==> config.mk <==
export PLATFORM = sky130hd
export DESIGN_NAME = bitmap_text_run_rasterizer
export DESIGN_NICKNAME = d
export VERILOG_FILES = /design/src/hdl/btr_pkg.sv /design/src/hdl/bitmap_text_run_rasterizer.sv /design/src/hdl/btr_sat_add.sv /design/src/hdl/btr_run_find.sv
export SDC_FILE = /design/constraint.sdc
export NUM_CORES = 1
export LEC_CHECK = 0
export ABC_AREA = 0
export BUFFER_PORTS_ARGS = -buffer_cell sky130_fd_sc_hd__buf_4
export CORE_UTILIZATION = 50
export DETAILED_ROUTE_END_ITERATION = 8
export PLACE_DENSITY_LB_ADDON = 0.12
export SLEW_MARGIN = 40
export SYNTH_ARGS = -nofsm -noshare
export SYNTH_HDL_FRONTEND = slang
export SYNTH_HIERARCHICAL = 1
export SYNTH_SLANG_ARGS = --single-unit
==> constraint.sdc <==
create_clock -name clk_i -period 7.83 [get_ports clk_i]
set_input_delay 0.3915 -clock clk_i [delete_from_list [all_inputs] [get_ports clk_i]]
set_output_delay 0.3915 -clock clk_i [all_outputs]
set_load 0.01 [all_outputs]
==> src/hdl/btr_pkg.sv <==
// ----------------------------------------------------------------------------
// btr_pkg
// Shared constants and types of the bitmap text run rasterizer.
// ----------------------------------------------------------------------------
package btr_pkg;

  localparam int GLYPH_SIZE  = 8;
  localparam int ROW_IDX_W   = 3;
  localparam int RUN_LEN_W   = 4;
  localparam int SCALE_W     = 5;
  localparam int OFFS_W      = 8;

  localparam logic [7:0] NEWLINE_CODE    = 8'h0A;
  localparam logic [7:0] FIRST_PRINTABLE = 8'h20;
  localparam logic [7:0] LAST_PRINTABLE  = 8'h7E;

  localparam logic [SCALE_W-1:0] SCALE_MIN = 5'd1;
  localparam logic [SCALE_W-1:0] SCALE_MAX = 5'd16;

  // One horizontal run found in a glyph row, plus the row with it removed.
  typedef struct packed {
    logic                  found;
    logic [ROW_IDX_W-1:0]  start;
    logic [RUN_LEN_W-1:0]  len;
    logic [GLYPH_SIZE-1:0] rest;
  } run_t;

endpackage

==> src/hdl/bitmap_text_run_rasterizer.sv <==
// ----------------------------------------------------------------------------
// bitmap_text_run_rasterizer
// Turns a stream of characters with 8x8 glyph bitmaps into run rectangles.
// ----------------------------------------------------------------------------
// Usage: each input beat on s_axis carries one character, its glyph bitmap
// and, with tuser high, the pixel origin of a new string. The block keeps a
// text cursor and the x of the line origin. A newline returns the cursor to
// the line origin and moves it down by eight scaled pixels; other codes
// outside the printable range only move the cursor right. For a printable
// character every horizontal run of set bits becomes one rectangle beat on
// m_axis, row 0 first and low bit first in a row, with tlast on the final
// rectangle of the character. Blank glyphs give no beats.
// Sequencing: a character is taken while idle, then a small sequencer walks
// the glyph with one shared saturating adder: a dispatch step, a row step
// for each glyph row up to the last non-empty row (just one for a blank
// glyph), a run step for each rectangle and an advance step for the cursor.
// A newline or control code ends after the dispatch step; a character gives
// at most 32 rectangles. s_axis_tready is high only between characters. A
// stalled receiver holds the rectangle in the output register and the
// sequencer waits. Reset clears the cursor and line origin to zero and the
// scale register to 1. The scale register may be written while no character
// is in flight; cfg_ready_o is always high.
// ----------------------------------------------------------------------------
module bitmap_text_run_rasterizer import btr_pkg::*; #(
  parameter int COORD_BITS = 16
) (
  input  logic          clk_i,
  input  logic          rst_ni,
  // Scale register write channel.
  input  logic          cfg_valid_i,
  output logic          cfg_ready_o,
  input  logic [4:0]    cfg_data_i,     // pixel_scale
  // Character input.
  input  logic          s_axis_tvalid,
  output logic          s_axis_tready,
  // start_x[15:0], start_y[31:16], char_code[39:32], glyph_bits[103:40]
  input  logic [103:0]  s_axis_tdata,
  input  logic          s_axis_tuser,   // first_of_string
  // Rectangle output.
  output logic          m_axis_tvalid,
  input  logic          m_axis_tready,
  // rect_x[15:0], rect_y[31:16], rect_width[39:32], rect_height[44:40], zeros
  output logic [47:0]   m_axis_tdata,
  output logic          m_axis_tlast    // last_rect
);

  localparam int WIDE = (COORD_BITS > 16) ? COORD_BITS : 16;

  typedef enum logic [2:0] {
    ST_IDLE,
    ST_DISPATCH,
    ST_ROW,
    ST_RUN,
    ST_ADVANCE
  } state_e;

  state_e state_q;

  logic [SCALE_W-1:0]           scale_q;
  logic [SCALE_W-1:0]           eff_scale;
  logic signed [COORD_BITS-1:0] cur_x_q;
  logic signed [COORD_BITS-1:0] cur_y_q;
  logic signed [COORD_BITS-1:0] line_x_q;
  logic signed [COORD_BITS-1:0] row_y_q;
  logic [7:0]                   code_q;
  logic [63:0]                  glyph_q;
  logic [GLYPH_SIZE-1:0]        row_bits_q;
  logic [ROW_IDX_W-1:0]         row_idx_q;

  logic                         out_valid_q;
  logic [15:0]                  rect_x_q;
  logic [15:0]                  rect_y_q;
  logic [7:0]                   rect_w_q;
  logic [SCALE_W-1:0]           rect_h_q;
  logic                         last_q;

  logic signed [COORD_BITS-1:0] add_base;
  logic [RUN_LEN_W-1:0]         mul_a;
  logic [OFFS_W-1:0]            mul_prod;
  logic [OFFS_W-1:0]            width_prod;
  logic signed [COORD_BITS-1:0] add_sum;
  run_t                         run;
  logic                         s_fire;
  logic                         out_free;
  logic                         is_print;

  // Origins arrive as 16-bit values; fit them into the coordinate range.
  function automatic logic signed [COORD_BITS-1:0] sat_origin(input logic [15:0] v);
    logic signed [WIDE-1:0] ext;
    logic signed [WIDE-1:0] hi;
    logic signed [WIDE-1:0] lo;
    ext = WIDE'(signed'(v));
    hi  = WIDE'(signed'({1'b0, {(COORD_BITS-1){1'b1}}}));
    lo  = -hi - WIDE'(signed'(2'sb01));
    if (ext > hi) begin
      ext = hi;
    end else if (ext < lo) begin
      ext = lo;
    end
    return COORD_BITS'(ext);
  endfunction

  assign cfg_ready_o   = 1'b1;
  assign s_axis_tready = (state_q == ST_IDLE);
  assign s_fire        = s_axis_tvalid && s_axis_tready;
  assign out_free      = !out_valid_q || m_axis_tready;
  assign is_print      = (code_q >= FIRST_PRINTABLE) && (code_q <= LAST_PRINTABLE);

  // A scale of zero behaves as one, and anything above sixteen as sixteen.
  always_comb begin
    if (scale_q == '0) begin
      eff_scale = SCALE_MIN;
    end else if (scale_q > SCALE_MAX) begin
      eff_scale = SCALE_MAX;
    end else begin
      eff_scale = scale_q;
    end
  end

  // Operand selection for the shared adder: the cursor advance, the row
  // offset or the run start offset, each a small multiple of the scale.
  always_comb begin
    case (state_q)
      ST_DISPATCH: begin
        add_base = (code_q == NEWLINE_CODE) ? cur_y_q : cur_x_q;
        mul_a    = RUN_LEN_W'(GLYPH_SIZE);
      end
      ST_ROW: begin
        add_base = cur_y_q;
        mul_a    = RUN_LEN_W'(row_idx_q);
      end
      ST_RUN: begin
        add_base = cur_x_q;
        mul_a    = RUN_LEN_W'(run.start);
      end
      default: begin
        add_base = cur_x_q;
        mul_a    = RUN_LEN_W'(GLYPH_SIZE);
      end
    endcase
  end

  // Both products stay at or below 8 times 16, so eight bits hold them.
  assign mul_prod   = OFFS_W'(mul_a) * OFFS_W'(eff_scale);
  assign width_prod = OFFS_W'(run.len) * OFFS_W'(eff_scale);

  btr_sat_add #(
    .COORD_BITS (COORD_BITS)
  ) u_add (
    .base_i (add_base),
    .offs_i (mul_prod),
    .sum_o  (add_sum)
  );

  btr_run_find u_find (
    .row_i (row_bits_q),
    .run_o (run)
  );

  always_ff @(posedge clk_i or negedge rst_ni) begin
    if (!rst_ni) begin
      state_q     <= ST_IDLE;
      scale_q     <= SCALE_MIN;
      cur_x_q     <= '0;
      cur_y_q     <= '0;
      line_x_q    <= '0;
      out_valid_q <= 1'b0;
      row_idx_q   <= '0;
    end else begin
      if (cfg_valid_i) begin
        scale_q <= cfg_data_i;
      end

      // In the run state the output register is reloaded instead.
      if (out_valid_q && m_axis_tready && (state_q != ST_RUN)) begin
        out_valid_q <= 1'b0;
      end

      case (state_q)
        ST_IDLE: begin
          if (s_fire) begin
            code_q    <= s_axis_tdata[39:32];
            glyph_q   <= s_axis_tdata[103:40];
            row_idx_q <= '0;
            if (s_axis_tuser) begin
              cur_x_q  <= sat_origin(s_axis_tdata[15:0]);
              cur_y_q  <= sat_origin(s_axis_tdata[31:16]);
              line_x_q <= sat_origin(s_axis_tdata[15:0]);
            end
            state_q <= ST_DISPATCH;
          end
        end
        ST_DISPATCH: begin
          if (code_q == NEWLINE_CODE) begin
            cur_x_q <= line_x_q;
            cur_y_q <= add_sum;
            state_q <= ST_IDLE;
          end else if (!is_print) begin
            cur_x_q <= add_sum;
            state_q <= ST_IDLE;
          end else begin
            state_q <= ST_ROW;
          end
        end
        ST_ROW: begin
          // Empty rows are skipped; once nothing is left the cursor moves on.
          if (glyph_q == '0) begin
            state_q <= ST_ADVANCE;
          end else begin
            row_bits_q <= glyph_q[GLYPH_SIZE-1:0];
            glyph_q    <= glyph_q >> GLYPH_SIZE;
            row_y_q    <= add_sum;
            row_idx_q  <= row_idx_q + ROW_IDX_W'(1);
            if (glyph_q[GLYPH_SIZE-1:0] != '0) begin
              state_q <= ST_RUN;
            end
          end
        end
        ST_RUN: begin
          if (out_free) begin
            out_valid_q <= 1'b1;
            rect_x_q    <= 16'(add_sum);
            rect_y_q    <= 16'(row_y_q);
            rect_w_q    <= width_prod;
            rect_h_q    <= eff_scale;
            last_q      <= (run.rest == '0) && (glyph_q == '0);
            row_bits_q  <= run.rest;
            if (run.rest != '0) begin
              state_q <= ST_RUN;
            end else if (glyph_q != '0) begin
              state_q <= ST_ROW;
            end else begin
              state_q <= ST_ADVANCE;
            end
          end
        end
        ST_ADVANCE: begin
          cur_x_q <= add_sum;
          state_q <= ST_IDLE;
        end
        default: begin
          state_q <= ST_IDLE;
        end
      endcase
    end
  end

  assign m_axis_tvalid = out_valid_q;
  assign m_axis_tdata  = {3'b000, rect_h_q, rect_w_q, rect_y_q, rect_x_q};
  assign m_axis_tlast  = last_q;

endmodule

==> src/hdl/btr_sat_add.sv <==
// ----------------------------------------------------------------------------
// btr_sat_add
// Shared coordinate adder: signed coordinate plus unsigned pixel offset,
// saturated to the signed coordinate range.
// ----------------------------------------------------------------------------
module btr_sat_add import btr_pkg::*; #(
  parameter int COORD_BITS = 16
) (
  input  logic signed [COORD_BITS-1:0] base_i,
  input  logic        [OFFS_W-1:0]     offs_i,
  output logic signed [COORD_BITS-1:0] sum_o
);

  logic [COORD_BITS:0] sum_wide;

  assign sum_wide = {base_i[COORD_BITS-1], base_i} + (COORD_BITS+1)'(offs_i);

  // The offset is never negative, so only the positive limit can be crossed.
  always_comb begin
    if (!sum_wide[COORD_BITS] && sum_wide[COORD_BITS-1]) begin
      sum_o = {1'b0, {(COORD_BITS-1){1'b1}}};
    end else begin
      sum_o = sum_wide[COORD_BITS-1:0];
    end
  end

endmodule

==> src/hdl/btr_run_find.sv <==
// ----------------------------------------------------------------------------
// btr_run_find
// Finds the lowest run of set bits in one glyph row and clears it.
// ----------------------------------------------------------------------------
module btr_run_find import btr_pkg::*; (
  input  logic [GLYPH_SIZE-1:0] row_i,
  output run_t                  run_o
);

  logic [GLYPH_SIZE-1:0] shifted;
  logic [GLYPH_SIZE:0]   mask;
  logic                  seen;
  logic                  stop;

  always_comb begin
    run_o.found = |row_i;
    run_o.start = '0;
    seen        = 1'b0;
    for (int i = 0; i < GLYPH_SIZE; i++) begin
      if (row_i[i] && !seen) begin
        run_o.start = ROW_IDX_W'(i);
        seen        = 1'b1;
      end
    end

    // Count the ones that follow the start bit without a gap.
    shifted   = row_i >> run_o.start;
    run_o.len = '0;
    stop      = 1'b0;
    for (int i = 0; i < GLYPH_SIZE; i++) begin
      if (shifted[i] && !stop) begin
        run_o.len = run_o.len + RUN_LEN_W'(1);
      end else begin
        stop = 1'b1;
      end
    end

    mask       = ((GLYPH_SIZE+1)'(1) << run_o.len) - (GLYPH_SIZE+1)'(1);
    run_o.rest = row_i & ~(mask[GLYPH_SIZE-1:0] << run_o.start);
  end

endmodule

==> flow_summary_export.csv, run 1 <==
group,metric,value,unit
status,outcome,"complete, no violations",
setup_path,crit_buf_inv,7,
logic_synthesis,syn_avg_cell_area,11.9,um2
sta,maxSlewViolCount,0,
sta,finalHoldViolations,0,
floorplan,io-pin-count,167,
logic_synthesis,yosysWarningCount,6,
sta,period_share,0.955,
logic_synthesis,synth_top_cell_by_area,"edfxtp_1",
global_route,track_usage,0.233,
logic_synthesis,synth_common_cells,"edfxtp_1, mux2_2, nand2_1",
setup_path,crit_end,"rect_w_q[6]",
detailed_routing,met3_length,1550,um
pwr,irDropWorstVdd,0.227,mV
setup_path,cp_slowest_stage_delay,550,ps
final_layout,antenna_cells,0,
sta,finClkSkew,18.8,ps
setup_path,r2r_end,"rect_w_q[6]",
floorplan,fp.coreArea,22100,um2
final_layout,n_fill_cell,1805,
final_layout,area_growth,21.9,%
global_route,grt-ovfl-total,0,
sta,slew_headroom,0.479,
final_layout,drive_above_1_share,0.345,
setup_path,start_kind,"flop",
setup_path,crit_fanout,9,
logic_synthesis,synth_top_flop_cell,"edfxtp_1",
global_route,grt_pass1_vias,8197,
logic_synthesis,synth_top_area_frac,0.373,
setup_path,reg2reg_depth,33,
setup_path,path_class,"reg -> reg",
logic_synthesis,synth-seq-cells,202,
run,maxCapViolCount,0,
floorplan,rows,54,
sta,tightest_slew,782,ps
setup_path,rrSetupSlack,360,ps
sta,setup_ws,355,ps
global_route,antenna_found_initial,0,
global_route,grt_pass1_wl,43300,um
place,place_congestion,0.884,
global_route,grt_max_degree,67,
logic_synthesis,syn_inst,962,
logic_synthesis,synth-edff-count,142,
floorplan,start_util,0.517,
setup_path,worstPathRequired,8090,ps
clocking,cts_tree,"built",
detailed_routing,wl,27400,um
detailed_routing,via_per_inst,5.72,
setup_path,rr_startpoint,"row_bits_q[2]",
detailed_routing,top_layer_used,"met4",
floorplan,fp.dieH,153,um
setup_path,crit_family,"adder cells",
clocking,htreeDepth,1,
detailed_routing,met1Wirelength,12600,um
floorplan,dieArea,23500,um2
sta,fmax,134,MHz
logic_synthesis,yosys-top-cells-area,"edfxtp_1, dfrtp_1, mux2_2",
clocking,cts_root_buffer,"clkbuf_16",
clocking,clkTransAtPathRegs,60,ps
setup_path,end_kind,"flop",
setup_path,slowest_stage,"or4_4",
setup_path,worst-path-stages,33,
detailed_routing,wire_per_inst,19.0,um
clocking,cts_buffers,22,
sta,min_period,7470,ps
sta,final.setup.tns,0,ps
floorplan,die_x,153,um
detailed_routing,first_pass_iters,7,
detailed_routing,drc,0,
logic_synthesis,synth_area,11400,um2
logic_synthesis,synth-seq-area-share,0.505,
logic_synthesis,synth_most_common_cell,"edfxtp_1",
place,io_buffers,162,
logic_synthesis,synthArstFlopShare,0.297,
detailed_routing,wl_met2,12700,um
clocking,clk_latency,520,ps
logic_synthesis,ys_types,96,
final_layout,stdcell_count,1437,
sta,final-setup-viol-count,0,
final_layout,final_nets,1306,
clocking,cts_buffer_depth,3,
setup_path,worstPathArrival,7730,ps
setup_path,crit_start,"row_bits_q[2]",
clocking,clock-sinks,202,
pwr,power.leakage,0.00572,uW
detailed_routing,ant_nets,0,
detailed_routing,drtIter0Drc,572,
pwr,power_density,492,nW/um2
place,hpwl,20000,um
hold_path,worstHoldPathType,"in -> reg",
detailed_routing,vias,8223,
place,place_inst,1385,
place,pre_cts_ws,12.7,ps
[power by group]
group	switching, uW	internal [uW]
combinational	2310	1660
clock	418	566
sequential	187	1700
total	2910	3930
[timing repair]
action	4_1_cts	5_1_grt
hold endpoints to repair	6	0
setup endpoints to repair	0	13
buffers inserted	0	10
gates resized for setup	0	24
hold buffers	1	0
[stage by stage]
step	total power, uW	hold slack [ps]	area, um2	utilization
2_1_floorplan	4550	95.9	11400	-
3_3_place_gp	5570	236	13000	0.587
3_5_place_dp	5590	237	13000	0.587
4_1_cts	6610	30.4	13700	0.620
5_1_grt	7310	28.4	13900	0.630
6_report	6840	49.9	13900	0.630
[worst min path at each step]
| stage | startpoint | depth (start not counted) | to |
|---|---|---|---|
| after CTS | s_axis_tdata[36] | 1 | code_q[4] |
| after global placement | rst_ni | 1 | row_idx_q[1] |
| after global routing | s_axis_tdata[34] | 1 | code_q[2] |
| after floorplan | rst_ni | 0 | cur_x_q[0] |
| after detailed placement | rst_ni | 1 | row_idx_q[1] |
| final | s_axis_tdata[36] | 1 | code_q[4] |
[area by class of cell]
class | instances | area, um2 | area share
Timing Repair Buffer | 203 | 1560 | 0.112
Clock buffer | 29 | 627 | 0.0450
Sequential cell | 202 | 5770 | 0.414
Multi-Input combinational cell | 673 | 5370 | 0.386
Clock inverter | 10 | 75.1 | 0.00539
Inverter | 40 | 168 | 0.0120
Tap cell | 280 | 350 | 0.0252
[flip-flops by register name, summed over array words and instances, names as in the netlist, 5 cells and up]
name / cells
rect_y_q: 16
row_y_q: 16
rect_x_q: 16
rect_h_q: 5
scale_q: 5
cur_x_q: 16
glyph_q: 64
code_q: 8
cur_y_q: 16
rect_w_q: 8
line_x_q: 16
row_bits_q: 8
[metal layers]
| metal | up-vias | track usage |
|---|---|---|
| met5 | - | 0 |
| met4 | 0 | 0.0553 |
| met3 | 36 | 0.0397 |
| met2 | 248 | 0.377 |
| met1 | 3961 | 0.326 |
| li1 | 3978 | - |
[cell usage in the layout (no fill, tap or decap), types with 9 or more instances in the layout]
cell       count
nor2_1        65
nand4_1       11
fa_1          12
and2_1        20
inv_1         36
clkbuf_16     22
nand2_1       71
ha_1          33
xnor2_1       17
dfrtp_1       59
o21ai_0       39
a222oi_1      16
a21oi_1       37
buf_4        198
nor2b_1       14
mux2i_1       20
nor3_1        11
nor4_1        19
mux2_2        94
nand2b_1      12
nand3_1       15
a21o_1         9
mux2_1        10
edfxtp_1     142
[cells by family (layout without fill, tap and decap cells)]
family,Yosys count,count (layout),share of synthesized area
xor+xnor,21,21,0.0161
mux,127,127,0.123
other cells,2,4,0.000657
compound gates,189,189,0.128
simple gates,283,283,0.129
flops,202,202,0.505
fa+ha+maj,49,49,0.0622
buf+inv,89,282,0.0366
Power figures use the tool's default switching activity.
==> run 2: changes to the inputs <==
- CTS_BUF_LIST: default -> sky130_fd_sc_hd__clkbuf_16
- MAX_ROUTING_LAYER: default -> met4
- SKIP_LAST_GASP: default -> 1
==> run 2 against run 1 <==
  * Clock-buffer cell count fell by 6
  * Global-route usage rose by 0.72 points
  * Sequential cell count did not move
  * Sequential share of layout area rose by 0.28 points
  * Worst setup slack got worse by 18 ps
==> flow_summary_export.csv, run 2 (synthesized netlist as in run 1, its figures left out) <==
group,metric,value,unit
clocking,clkTransAtPathRegs,60,ps
pwr,irDropWorstVdd,0.233,mV
sta,period_share,0.957,
detailed_routing,wire_per_inst,18.9,um
sta,finClkSkew,19.7,ps
status,outcome,"complete, no violations",
global_route,use_met3,0.0394,
clocking,cts_buffer_depth,3,
place,place_congestion,0.921,
detailed_routing,drtIter0Drc,630,
sta,min_period,7490,ps
detailed_routing,ant_nets,0,
detailed_routing,first_pass_iters,9,
final_layout,antenna_cells,0,
run,maxCapViolCount,0,
setup_path,slowest_stage,"or4_4",
detailed_routing,vias,8240,
sta,final-setup-viol-count,0,
clocking,clk_latency,520,ps
global_route,top_usage_layer,"met2",
setup_path,crit_buf_inv,7,
final_layout,top_register,"glyph_q",
setup_path,crit_fanout,9,
floorplan,rows,54,
clocking,cts_buffers,23,
clocking,cts_root_buffer,"clkbuf_16",
pwr,p_seq_frac,0.280,
setup_path,worstPathArrival,7750,ps
place,io_buffers,162,
floorplan,start_util,0.517,
place,pre_cts_ws,113,ps
sta,fmax,133,MHz
sta,setup_ws,337,ps
pwr,p_sw_frac,0.428,
global_route,met1_usage,0.337,
final_layout,mostFrequentLayoutCell,"buf_4",
final_layout,area_growth,21.0,%
final_layout,largest_reg_flops,64,
clocking,htreeDepth,1,
floorplan,dieArea,23500,um2
final_layout,drive_above_1_share,0.335,
place,hpwl,20000,um
global_route,met2_usage,0.362,
setup_path,end_kind,"flop",
sta,finalHoldViolations,0,
hold_path,worstHoldPathType,"in -> reg",
global_route,antenna_found_initial,0,
clocking,cts_tree,"built",
sta,slew_headroom,0.464,
setup_path,start_kind,"flop",
pwr,p_int,3860,uW
floorplan,die_x,153,um
floorplan,fp.dieH,153,um
detailed_routing,via_per_inst,5.74,
global_route,grt-ovfl-total,0,
global_route,grt_max_degree,67,
floorplan,io-pin-count,167,
pwr,power_density,488,nW/um2
pwr,p_comb_frac,0.575,
setup_path,cp_slowest_stage_delay,550,ps
global_route,grt_pass1_vias,8056,
setup_path,path_class,"reg -> reg",
final_layout,final_util,0.626,
sta,maxSlewViolCount,0,
global_route,track_usage,0.240,
pwr,pwr-share-clk,0.145,
final_layout,mostFrequentLayoutCells,"buf_4, edfxtp_1, mux2_2, nand2_1, nor2_1",
detailed_routing,drc,0,
detailed_routing,wl,27200,um
clocking,clock-sinks,202,
final_layout,final_nets,1302,
sta,tightest_slew,804,ps
global_route,grt_pass1_wl,43300,um
pwr,p_switching,2890,uW
pwr,power.leakage,0.00570,uW
setup_path,crit_family,"adder cells",
floorplan,fp.coreArea,22100,um2
setup_path,worstPathRequired,8090,ps
-- run 2: changes by cell type in the layout (fill, tap and decap cells not counted), moves of 2 or more --
| cell | previous run | this run |
|---|---|---|
| buf_6 | 2 | 0 |
| clkbuf_1 | 2 | 0 |
| clkinv_4 | 1 | 3 |
| mux2i_4 | 2 | 0 |
| clkbuf_8 | 5 | 0 |
| mux2i_2 | 0 | 2 |
| inv_1 | 36 | 40 |
| clkinv_1 | 3 | 6 |
| buf_4 | 198 | 196 |
-- run 2: final cells by class --
cell class	count	area, um2
Fill cell	1775	8270
Multi-Input combinational cell	673	5340
Clock inverter	19	113
Inverter	40	181
Sequential cell	202	5770
Clock buffer	23	576
Tap cell	280	350
Timing Repair Buffer	198	1500
-- run 2: metal layers --
layer  part of all wire  vias up
li1                   -     3978
met1               0.46     3956
met2               0.45      264
met3              0.063       42
met4              0.022        0
met5                  0        -
-- run 2: path summary, 6_finish.rpt --
check | startpoint | end | slack (ps) | cells past startpoint
worst max-delay path | row_bits_q[2] | rect_w_q[6] | 340 | 33
min in group asynchronous | rst_ni | row_idx_q[0] | 270 | 2
worst min register to register | row_y_q[3] | rect_y_q[3] | 420 | 0
max in group asynchronous | rst_ni | line_x_q[4] | 6590 | 3
worst min-delay path | s_axis_tdata[34] | code_q[2] | 50 | 1
worst max register to register | row_bits_q[2] | rect_w_q[6] | 340 | 33
-- run 2: power by group through the flow --
stage	Clock (uW)	Sequential (uW)	Combinational, uW
floorplan	0	1880	2670
global placement	0	1910	3670
detailed placement	0	1920	3660
CTS	994	1900	3680
global route	1030	1930	4250
finish	976	1890	3880
-- run 2: timing repair --
| action | in CTS | in global routing |
|---|---|---|
| buffers inserted | 0 | 8 |
| hold endpoints to repair | 6 | 0 |
| hold buffers | 1 | 0 |
| endpoints found under the setup margin | 0 | 8 |
| gates resized for setup | 0 | 16 |
-- run 2: per-stage QoR --
stage	power (uW)	area (um2)	std cells	hold WS [ps]	TNS (ps)
floorplan	4550	11400	964	95.9	0
global placement	5580	13000	1383	240	0
detailed placement	5580	13000	1383	241	0
CTS	6570	13700	1426	36.1	0
global route	7220	13800	1435	30.1	-43.7
finish	6750	13800	1435	48.2	0
